<file path="config.mk">
export PLATFORM = sky130hd
export DESIGN_NAME = kalman_angle_bias_estimator_top
export DESIGN_NICKNAME = d
export VERILOG_FILES = /design/src/hdl/kabe_pkg.sv /design/src/hdl/kabe_mul.sv /design/src/hdl/kabe_div.sv /design/src/hdl/kalman_angle_bias_estimator_top.sv
export SDC_FILE = /design/constraint.sdc
export NUM_CORES = 2
export LEC_CHECK = 0
export ABC_CLOCK_PERIOD_IN_PS = 5600
export BUFFER_PORTS_ARGS = -buffer_cell sky130_fd_sc_hd__buf_2
export CAP_MARGIN = 10
export CELL_PAD_IN_SITES_DETAIL_PLACEMENT = 0
export CELL_PAD_IN_SITES_GLOBAL_PLACEMENT = 2
export CORE_MARGIN = 4
export CORE_UTILIZATION = 37
export DETAILED_ROUTE_END_ITERATION = 8
export MAX_ROUTING_LAYER = met4
export PLACE_DENSITY = 0.76
export RECOVER_POWER = 50
export SLEW_MARGIN = 20
export SYNTH_ARGS = -nofsm -noshare
export SYNTH_HDL_FRONTEND = slang
export SYNTH_SLANG_ARGS = --single-unit
</file>
<file path="constraint.sdc">
create_clock -name aclk -period 5.6 [get_ports aclk]
set_clock_uncertainty 0.1 [all_clocks]
set_input_delay 0.56 -clock aclk [delete_from_list [all_inputs] [get_ports aclk]]
set_output_delay 0.56 -clock aclk [all_outputs]
set_load 0.01 [all_outputs]
</file>
<file path="src/hdl/kabe_pkg.sv">
// Shared types, register indexes and fixed-point helpers for the angle/bias estimator.
`timescale 1ns / 1ps
package kabe_pkg;

    localparam int DW = 32;   // value width
    localparam int PW = 35;   // rounded product width
    localparam int WW = 40;   // working width for sums
    localparam int RW = 31;   // configuration register width
    localparam int AW = 8;    // register index width

    localparam logic [AW-1:0] REG_QA = 8'd0;
    localparam logic [AW-1:0] REG_QB = 8'd1;
    localparam logic [AW-1:0] REG_R  = 8'd2;
    localparam logic [AW-1:0] REG_DT = 8'd3;

    localparam logic [RW-1:0] QA_RST = 31'd1073742;
    localparam logic [RW-1:0] QB_RST = 31'd3221225;
    localparam logic [RW-1:0] R_RST  = 31'd32212255;
    localparam logic [RW-1:0] DT_RST = 31'd10737418;

    localparam logic signed [WW-1:0] SAT_HI = 40'sh00_7fff_ffff;
    localparam logic signed [WW-1:0] SAT_LO = 40'shff_8000_0000;

    function automatic logic signed [WW-1:0] ext32(input logic signed [DW-1:0] v);
        return {{(WW-DW){v[DW-1]}}, v};
    endfunction

    function automatic logic signed [WW-1:0] ext35(input logic signed [PW-1:0] v);
        return {{(WW-PW){v[PW-1]}}, v};
    endfunction

    function automatic logic signed [WW-1:0] extu(input logic [RW-1:0] v);
        return {{(WW-RW){1'b0}}, v};
    endfunction

    function automatic logic signed [DW-1:0] sat32(input logic signed [WW-1:0] v);
        logic signed [DW-1:0] r;
        if (v > SAT_HI) begin
            r = SAT_HI[DW-1:0];
        end else if (v < SAT_LO) begin
            r = SAT_LO[DW-1:0];
        end else begin
            r = v[DW-1:0];
        end
        return r;
    endfunction

endpackage

</file>
<file path="src/hdl/kabe_mul.sv">
// Bit-serial signed multiplier, product scaled by 2^30 with round half away from zero.
`timescale 1ns / 1ps
module kabe_mul (
    input  logic                         aclk,
    input  logic                         aresetn,
    input  logic                         start,
    input  logic signed [kabe_pkg::DW-1:0] a,
    input  logic signed [kabe_pkg::DW-1:0] b,
    output logic                         done,
    output logic signed [kabe_pkg::PW-1:0] p
);
    import kabe_pkg::*;

    typedef enum logic [1:0] {M_IDLE, M_RUN, M_RND} mstate_t;

    mstate_t          state_reg;
    logic [DW-1:0]    mag_a_reg;
    logic [DW-1:0]    mag_b_reg;
    logic [2*DW-1:0]  acc_reg;
    logic [4:0]       cnt_reg;
    logic             neg_reg;
    logic             done_reg;
    logic signed [PW-1:0] p_reg;

    logic [DW:0]      sum;
    logic [2*DW-1:0]  rnd;
    logic [PW-1:0]    mag;

    assign sum  = {1'b0, acc_reg[2*DW-1:DW]} + (mag_b_reg[0] ? {1'b0, mag_a_reg} : '0);
    assign rnd  = acc_reg + 64'd536870912;
    assign mag  = {1'b0, rnd[2*DW-1:30]};
    assign done = done_reg;
    assign p    = p_reg;

    always_ff @(posedge aclk) begin
        if (!aresetn) begin
            state_reg <= M_IDLE;
            done_reg  <= 1'b0;
        end else begin
            done_reg <= 1'b0;
            unique case (state_reg)
                M_IDLE: begin
                    if (start) begin
                        mag_a_reg <= a[DW-1] ? DW'(-a) : DW'(a);
                        mag_b_reg <= b[DW-1] ? DW'(-b) : DW'(b);
                        neg_reg   <= a[DW-1] ^ b[DW-1];
                        acc_reg   <= '0;
                        cnt_reg   <= '0;
                        state_reg <= M_RUN;
                    end
                end
                M_RUN: begin
                    acc_reg   <= {sum, acc_reg[DW-1:1]};
                    mag_b_reg <= {1'b0, mag_b_reg[DW-1:1]};
                    cnt_reg   <= cnt_reg + 5'd1;
                    if (cnt_reg == 5'd31) begin
                        state_reg <= M_RND;
                    end
                end
                M_RND: begin
                    p_reg     <= neg_reg ? -$signed(mag) : $signed(mag);
                    done_reg  <= 1'b1;
                    state_reg <= M_IDLE;
                end
                default: state_reg <= M_IDLE;
            endcase
        end
    end

endmodule

</file>
<file path="src/hdl/kabe_div.sv">
// Bit-serial restoring divider for the gains: sat32((num * 2^30) / den), den positive.
`timescale 1ns / 1ps
module kabe_div (
    input  logic                           aclk,
    input  logic                           aresetn,
    input  logic                           start,
    input  logic signed [kabe_pkg::DW-1:0] num,
    input  logic [kabe_pkg::DW:0]          den,
    output logic                           done,
    output logic signed [kabe_pkg::DW-1:0] q
);
    import kabe_pkg::*;

    typedef enum logic [1:0] {D_IDLE, D_RUN, D_FIN} dstate_t;

    dstate_t            state_reg;
    logic [DW+29:0]     dvd_reg;
    logic [DW:0]        den_reg;
    logic [DW:0]        rem_reg;
    logic [DW-1:0]      quo_reg;
    logic               ovf_reg;
    logic               neg_reg;
    logic [5:0]         cnt_reg;
    logic               done_reg;
    logic signed [DW-1:0] q_reg;

    logic [DW+1:0]      r2;
    logic [DW+1:0]      diff;
    logic               ge;
    logic               big;

    assign r2   = {rem_reg, dvd_reg[DW+29]};
    assign diff = r2 - {1'b0, den_reg};
    assign ge   = !diff[DW+1];
    assign big  = ovf_reg || quo_reg[DW-1];
    assign done = done_reg;
    assign q    = q_reg;

    always_ff @(posedge aclk) begin
        if (!aresetn) begin
            state_reg <= D_IDLE;
            done_reg  <= 1'b0;
        end else begin
            done_reg <= 1'b0;
            unique case (state_reg)
                D_IDLE: begin
                    if (start) begin
                        dvd_reg   <= {(num[DW-1] ? DW'(-num) : DW'(num)), 30'd0};
                        neg_reg   <= num[DW-1];
                        den_reg   <= den;
                        rem_reg   <= '0;
                        quo_reg   <= '0;
                        ovf_reg   <= 1'b0;
                        cnt_reg   <= '0;
                        state_reg <= D_RUN;
                    end
                end
                D_RUN: begin
                    rem_reg   <= ge ? diff[DW:0] : r2[DW:0];
                    quo_reg   <= {quo_reg[DW-2:0], ge};
                    ovf_reg   <= ovf_reg | quo_reg[DW-1];
                    dvd_reg   <= {dvd_reg[DW+28:0], 1'b0};
                    cnt_reg   <= cnt_reg + 6'd1;
                    if (cnt_reg == 6'd61) begin
                        state_reg <= D_FIN;
                    end
                end
                D_FIN: begin
                    if (neg_reg) begin
                        q_reg <= big ? SAT_LO[DW-1:0] : -$signed(quo_reg);
                    end else begin
                        q_reg <= big ? SAT_HI[DW-1:0] : $signed(quo_reg);
                    end
                    done_reg  <= 1'b1;
                    state_reg <= D_IDLE;
                end
                default: state_reg <= D_IDLE;
            endcase
        end
    end

endmodule

</file>
<file path="src/hdl/kalman_angle_bias_estimator_top.sv">
// Two-state Kalman angle and gyro-bias estimator with a bit-serial multiplier and divider.
// Per sample: ten serial products, two serial gain divisions and the sequencing
// states S_RATE, S_CHK and S_OUT; the divisions are skipped when S is not positive.
// One sample in flight: the next is taken only after the previous result is loaded.
// The next sample is taken while the previous result waits on the master side.
// Reset (aresetn low, synchronous): state and covariance clear, registers take defaults.
`timescale 1ns / 1ps
module kalman_angle_bias_estimator_top (
    input  logic                        aclk,
    input  logic                        aresetn,
    input  logic                        s_tvalid,
    output logic                        s_tready,
    input  logic [63:0]                 s_tdata,   // gyro_rate, measured_angle
    output logic                        m_tvalid,
    input  logic                        m_tready,
    output logic [63:0]                 m_tdata,   // angle_estimate, corrected_rate
    input  logic                        cfg_we,
    input  logic [kabe_pkg::AW-1:0]     cfg_addr,
    input  logic [kabe_pkg::RW-1:0]     cfg_wdata
);
    import kabe_pkg::*;

    typedef enum logic [3:0] {
        S_IDLE, S_RATE, S_M_ANG, S_M_T, S_M_P00, S_M_P11, S_CHK, S_DIV0, S_DIV1,
        S_M_K0Y, S_M_K1Y, S_M_C10, S_M_C00, S_M_C11, S_M_C01, S_OUT
    } state_t;

    state_t               state_reg;
    logic                 issued_reg;
    logic [RW-1:0]        qa_reg, qb_reg, r_reg, dt_reg;
    logic signed [DW-1:0] gyro_reg, meas_reg, angle_s_reg, bias_reg;
    logic signed [DW-1:0] p00_reg, p01_reg, p10_reg, p11_reg;
    logic signed [DW-1:0] rate_reg, angle_p_reg, inc_reg, y_reg, k0_reg, k1_reg;
    logic [DW:0]          s_reg;
    logic                 m_tvalid_reg;
    logic [63:0]          m_tdata_reg;

    logic                 is_mul, is_div;
    logic                 mul_start, mul_done, div_start, div_done;
    logic signed [DW-1:0] mul_a, mul_b, div_num, div_q;
    logic signed [PW-1:0] mul_p;
    logic signed [WW-1:0] m_ext, m_sat;
    logic signed [DW+1:0] s_sum;
    logic                 out_load;

    always_comb begin
        is_mul = 1'b0;
        is_div = 1'b0;
        mul_a  = '0;
        mul_b  = '0;
        div_num = p00_reg;
        unique case (state_reg)
            S_M_ANG: begin is_mul = 1'b1; mul_a = {1'b0, dt_reg}; mul_b = rate_reg; end
            S_M_T:   begin is_mul = 1'b1; mul_a = {1'b0, dt_reg}; mul_b = p11_reg; end
            S_M_P00: begin is_mul = 1'b1; mul_a = {1'b0, dt_reg}; mul_b = inc_reg; end
            S_M_P11: begin is_mul = 1'b1; mul_a = {1'b0, qb_reg}; mul_b = {1'b0, dt_reg}; end
            S_M_K0Y: begin is_mul = 1'b1; mul_a = k0_reg; mul_b = y_reg; end
            S_M_K1Y: begin is_mul = 1'b1; mul_a = k1_reg; mul_b = y_reg; end
            S_M_C10: begin is_mul = 1'b1; mul_a = k1_reg; mul_b = p00_reg; end
            S_M_C00: begin is_mul = 1'b1; mul_a = k0_reg; mul_b = p00_reg; end
            S_M_C11: begin is_mul = 1'b1; mul_a = k1_reg; mul_b = p01_reg; end
            S_M_C01: begin is_mul = 1'b1; mul_a = k0_reg; mul_b = p01_reg; end
            S_DIV0:  begin is_div = 1'b1; div_num = p00_reg; end
            S_DIV1:  begin is_div = 1'b1; div_num = p10_reg; end
            default: begin end
        endcase
    end

    assign mul_start = is_mul && !issued_reg;
    assign div_start = is_div && !issued_reg;
    assign m_ext     = ext35(mul_p);
    assign m_sat     = ext32(sat32(m_ext));
    assign s_sum     = {{2{p00_reg[DW-1]}}, p00_reg} + {3'b000, r_reg};
    assign out_load  = (state_reg == S_OUT) && (!m_tvalid_reg || m_tready);

    assign s_tready = (state_reg == S_IDLE);
    assign m_tvalid = m_tvalid_reg;
    assign m_tdata  = m_tdata_reg;

    kabe_mul u_mul (
        .aclk    (aclk),
        .aresetn (aresetn),
        .start   (mul_start),
        .a       (mul_a),
        .b       (mul_b),
        .done    (mul_done),
        .p       (mul_p)
    );

    kabe_div u_div (
        .aclk    (aclk),
        .aresetn (aresetn),
        .start   (div_start),
        .num     (div_num),
        .den     (s_reg),
        .done    (div_done),
        .q       (div_q)
    );

    always_ff @(posedge aclk) begin
        if (!aresetn) begin
            state_reg    <= S_IDLE;
            issued_reg   <= 1'b0;
            m_tvalid_reg <= 1'b0;
            qa_reg       <= QA_RST;
            qb_reg       <= QB_RST;
            r_reg        <= R_RST;
            dt_reg       <= DT_RST;
            angle_s_reg  <= '0;
            bias_reg     <= '0;
            p00_reg      <= '0;
            p01_reg      <= '0;
            p10_reg      <= '0;
            p11_reg      <= '0;
        end else begin
            if (out_load) begin
                m_tvalid_reg <= 1'b1;
            end else if (m_tvalid_reg && m_tready) begin
                m_tvalid_reg <= 1'b0;
            end
            if (cfg_we) begin
                unique case (cfg_addr)
                    REG_QA:  qa_reg <= cfg_wdata;
                    REG_QB:  qb_reg <= cfg_wdata;
                    REG_R:   r_reg  <= cfg_wdata;
                    REG_DT:  dt_reg <= cfg_wdata;
                    default: begin end
                endcase
            end
            if (mul_start || div_start) begin
                issued_reg <= 1'b1;
            end
            unique case (state_reg)
                S_IDLE: begin
                    if (s_tvalid) begin
                        gyro_reg  <= s_tdata[31:0];
                        meas_reg  <= s_tdata[63:32];
                        state_reg <= S_RATE;
                    end
                end
                S_RATE: begin
                    rate_reg  <= sat32(ext32(gyro_reg) - ext32(bias_reg));
                    state_reg <= S_M_ANG;
                end
                S_M_ANG: if (mul_done) begin
                    angle_p_reg <= sat32(ext32(angle_s_reg) + m_sat);
                    issued_reg  <= 1'b0;
                    state_reg   <= S_M_T;
                end
                S_M_T: if (mul_done) begin
                    inc_reg    <= sat32(m_ext - ext32(p01_reg) - ext32(p10_reg)
                                        + extu(qa_reg));
                    p01_reg    <= sat32(ext32(p01_reg) - m_ext);
                    p10_reg    <= sat32(ext32(p10_reg) - m_ext);
                    issued_reg <= 1'b0;
                    state_reg  <= S_M_P00;
                end
                S_M_P00: if (mul_done) begin
                    p00_reg    <= sat32(ext32(p00_reg) + m_ext);
                    issued_reg <= 1'b0;
                    state_reg  <= S_M_P11;
                end
                S_M_P11: if (mul_done) begin
                    p11_reg    <= sat32(ext32(p11_reg) + m_ext);
                    issued_reg <= 1'b0;
                    state_reg  <= S_CHK;
                end
                S_CHK: begin
                    y_reg  <= sat32(ext32(meas_reg) - ext32(angle_p_reg));
                    s_reg  <= s_sum[DW:0];
                    k0_reg <= '0;
                    k1_reg <= '0;
                    if (!s_sum[DW+1] && (s_sum != '0)) begin
                        state_reg <= S_DIV0;
                    end else begin
                        state_reg <= S_M_K0Y;
                    end
                end
                S_DIV0: if (div_done) begin
                    k0_reg     <= div_q;
                    issued_reg <= 1'b0;
                    state_reg  <= S_DIV1;
                end
                S_DIV1: if (div_done) begin
                    k1_reg     <= div_q;
                    issued_reg <= 1'b0;
                    state_reg  <= S_M_K0Y;
                end
                S_M_K0Y: if (mul_done) begin
                    angle_p_reg <= sat32(ext32(angle_p_reg) + m_sat);
                    issued_reg  <= 1'b0;
                    state_reg   <= S_M_K1Y;
                end
                S_M_K1Y: if (mul_done) begin
                    bias_reg   <= sat32(ext32(bias_reg) + m_sat);
                    issued_reg <= 1'b0;
                    state_reg  <= S_M_C10;
                end
                S_M_C10: if (mul_done) begin
                    p10_reg    <= sat32(ext32(p10_reg) - m_ext);
                    issued_reg <= 1'b0;
                    state_reg  <= S_M_C00;
                end
                S_M_C00: if (mul_done) begin
                    p00_reg    <= sat32(ext32(p00_reg) - m_ext);
                    issued_reg <= 1'b0;
                    state_reg  <= S_M_C11;
                end
                S_M_C11: if (mul_done) begin
                    p11_reg    <= sat32(ext32(p11_reg) - m_ext);
                    issued_reg <= 1'b0;
                    state_reg  <= S_M_C01;
                end
                S_M_C01: if (mul_done) begin
                    p01_reg    <= sat32(ext32(p01_reg) - m_ext);
                    issued_reg <= 1'b0;
                    state_reg  <= S_OUT;
                end
                S_OUT: begin
                    if (out_load) begin
                        angle_s_reg  <= angle_p_reg;
                        m_tdata_reg  <= {rate_reg, angle_p_reg};
                        state_reg    <= S_IDLE;
                    end
                end
                default: state_reg <= S_IDLE;
            endcase
        end
    end

endmodule
</file>
==> summary.txt <==
dominant combinational cell family by area after synthesis - compound AO/OA/AOI/OAI gates
list of most frequent post-synthesis cells - nand2_1, a21oi_1, edfxtp_1
startpoint type of the worst setup path - flip-flop
vertical die dimension - 447.9 um
critical path fanouts, max - 31
flip-flop count of the largest register after layout - 64
number of antenna violations at the first check in global routing - 37
share of synthesized flip-flops with an asynchronous set or reset - 0%
number of H-tree levels - 3
number of hold-slack violations in the final timing report - 0
post-route clock period utilization - 95.82%
CTS tree - yes
endpoint of the worst register-to-register path - inc_reg[9]$_SDFFCE_PN1P_
area fraction in and, or, nand and nor cells after synthesis - 15.63%
worst hold slack across all endpoints - 0.04211 ns
transition time at the pin with the least slew margin - 3.614 ns
Root Buffer Master - clkbuf_16
leakage - 32.99 nW
summed instance area of the synthesized netlist - 0.07159 mm^2
clock input transition at the sequential cells of the worst setup and hold paths - 0.06 ns
share of Yosys cell area claimed by the top area cell type - 27.81%
largest area contributor in the synthesized netlist - edfxtp_1
net count of the mapped netlist - 8,722
hold path cells - 3
core region area - 0.1924 mm^2
global-route usage over all layers - 31.01%
critical path launch point - p01_reg[6]$_SDFFE_PN0P_
die outline area - 0.2006 mm^2
number of remaining DRC errors - 0
crit path kind - reg -> reg
CP Capture Type - flip-flop
RR Startpoint - p01_reg[6]$_SDFFE_PN0P_
gr ovfl total - 0
post-detail-place hpwl - 246,000 um
DR WL/cell - 27.76 um
number of primary I/O pins - 174
most frequent cell after synthesis - nand2_1
setup repair after global routing missed its margin - no
Ys Warns - 0
Horiz. Die Dim - 447.9 um
max-cap check violation count - 18
hold crit path type - in -> reg
pin count of the biggest net entering global routing - 96
area fraction in compound gates after synthesis - 22.58%
arrival time of the worst setup path - 5.81 ns
Critical path destination - inc_reg[9]$_SDFFCE_PN1P_
mux contribution to synthesized area - 1.884%
sink count of the clock tree - 991
drt initial violations - 6,578
power density relative to cell area - 261.2 mW/mm^2
Starting Density - 37.21%
final WL - 309,900 um
peak supply drop - 0.0002701 V
source-to-sink clock delay at the later pin of the worst-skew pair - 0.82 ns
post-route setup TNS - 0 ns
average footprint of a synthesized cell - 8.932 um^2
first-pass iteration count of the detailed router - 6
Worst Reg2Reg Path Length in Cells - 18
Max Root-Sink Buffers - 3
Post-Synthesis Cells - 8,015
layout overhead on the synthesized area - 16.33%
share of synthesized area occupied by flip-flops and latches - 36.98%
std cell rows - 161
number of enable-type register cells in the synthesized netlist - 663
failing checks - capacitance limit, slew limit
status - finished with violations
max-slew violation total from the final report - 759
cell types with the largest area share after synthesis - edfxtp_1, dfxtp_1, ha_1, a21oi_1, xnor2_1
number of nets in the finished design - 9,216
vias per cell - 5.798
maximum operating frequency - 186.4 MHz
antenna-violating nets left - 0
Most used DFF post-synth - edfxtp_1
number of global-route vias before repair - 61,420
fraction of final layout cells sized beyond drive strength 1 - 10.36%
fraction of synthesized cell area in xor and xnor cells - 7.292%
final period demand of the worst path - 5.366 ns
adder-cell share of the synthesized area - 11.56%
routability congestion estimate - 1.017
total of flip-flops plus latches after synthesis - 991
number of I/O port buffers - 173
Num CTS Buffers - 120
required arrival time at the worst endpoint - 6.04 ns
reg-to-reg slack, setup - 0.23 ns
headroom to the max-slew limit - -141.0%
Unique masters post-synth - 99
detailed-route via count - 64,720
total of endpoints with negative setup slack in the final report - 0
wire length of the first global-routing pass - 440,800 um
[per-stage QoR]
step | power (W) | cells | util (%) | worst slack (ns) | cell area (um^2)
after CTS | 0.02187 | 11140 | 43.37 | 0.05049 | 83440
after detailed placement | 0.01318 | 10820 | 40.69 | 0.1106 | 78280
after global routing | 0.02259 | 11160 | 43.28 | 0.01021 | 83270
after global placement | 0.01318 | 10820 | 40.69 | 0.1097 | 78280
final | 0.02175 | 11160 | 43.29 | 0.2342 | 83280
after floorplan | 0.01139 | 8015 | - | 0.2917 | 71590
[final cells by class]
type                       instances  area (um^2)
timing repair buffer             749         5485
sequential                       991        26480
clock buffer                     147         3206
fill                           19030       109100
clock inverter                    82         1070
antenna                           20        50.05
multi-input combinational       6256        42360
tap                             2526         3161
inverter                         391         1468
[worst min-delay path by stage]
stage / from / to / slack, ns
final: cfg_wdata[1] / dt_reg[1]$_SDFFE_PN1P_ / 0.04
after floorplan: s_reg[0]$_DFFE_PP_ / u_div.den_reg[0]$_DFFE_PP_ / 0.30
after global placement: s_reg[13]$_DFFE_PP_ / u_div.den_reg[13]$_DFFE_PP_ / 0.30
after detailed placement: s_reg[23]$_DFFE_PP_ / u_div.den_reg[23]$_DFFE_PP_ / 0.30
after CTS: cfg_wdata[21] / qb_reg[21]$_SDFFE_PN1P_ / 0.002
after global routing: cfg_wdata[19] / r_reg[19]$_SDFFE_PN1P_ / 0.03
[layer usage]
metal	track usage, %	vias up	wire [um]
met2	47.80	2317	139200
met5	-	-	0
met3	5.196	581	21470
met4	15.08	0	17910
li1	-	30150	-
met1	39.60	31670	131200
[where the power goes]
group,internal [W],switching (W),leakage (nW)
Combinational,0.00165,0.00289,22.3
Sequential,0.00824,0.000398,8.58
Clock,0.00502,0.00356,2.07
[placed cells by master (no fill, tap or decap), drive strengths merged, types with 86 or more instances in the layout]
master / instances
dfxtp: 328
nand3: 194
and2: 166
mux2i: 110
o21ai: 516
xor2: 197
dlygate4sd3: 88
o21bai: 86
ha: 519
o21a: 117
clkbuf: 249
nor3: 131
a21boi: 128
a21o: 227
nand2: 840
inv: 396
a21oi: 794
nand2b: 100
nor2: 512
xnor2: 399
edfxtp: 663
buf: 559
[cell families (layout without fill, tap and decap cells)]
kind of cell | count (synthesis) | in the layout
AO/OA/AOI/OAI | 2548 | 2548
AND/OR/NAND/NOR | 2363 | 2363
flip-flops | 991 | 991
buffers and inverters | 768 | 1369
adder cells (fa/ha/maj) | 617 | 617
XOR/XNOR | 596 | 596
multiplexers | 132 | 132
other | 0 | 20
[worst max-delay path: stages, from the launching register on]
cell,delay (ns)
dfxtp_1,0.41
inv_1,0.08
fa_1,0.50
fa_1,0.54
ha_2,0.32
a2111oi_2,0.37
o21ai_1,0.17
a221oi_1,0.28
buf_4,0.20
o211ai_1,0.18
a211oi_2,0.29
o21ai_1,0.13
a41o_1,0.33
a21o_1,0.20
a21oi_1,0.15
o31a_1,0.30
o31ai_4,0.12
buf_12,0.18
a31o_2,0.24
[timing repair]
item,in CTS,in global routing
resized for setup,0,13
hold endpoints to repair,118,0
endpoints found under the setup margin,0,41
hold buffers,88,0
buffers inserted,0,1
Power figures use the tool's default switching activity.
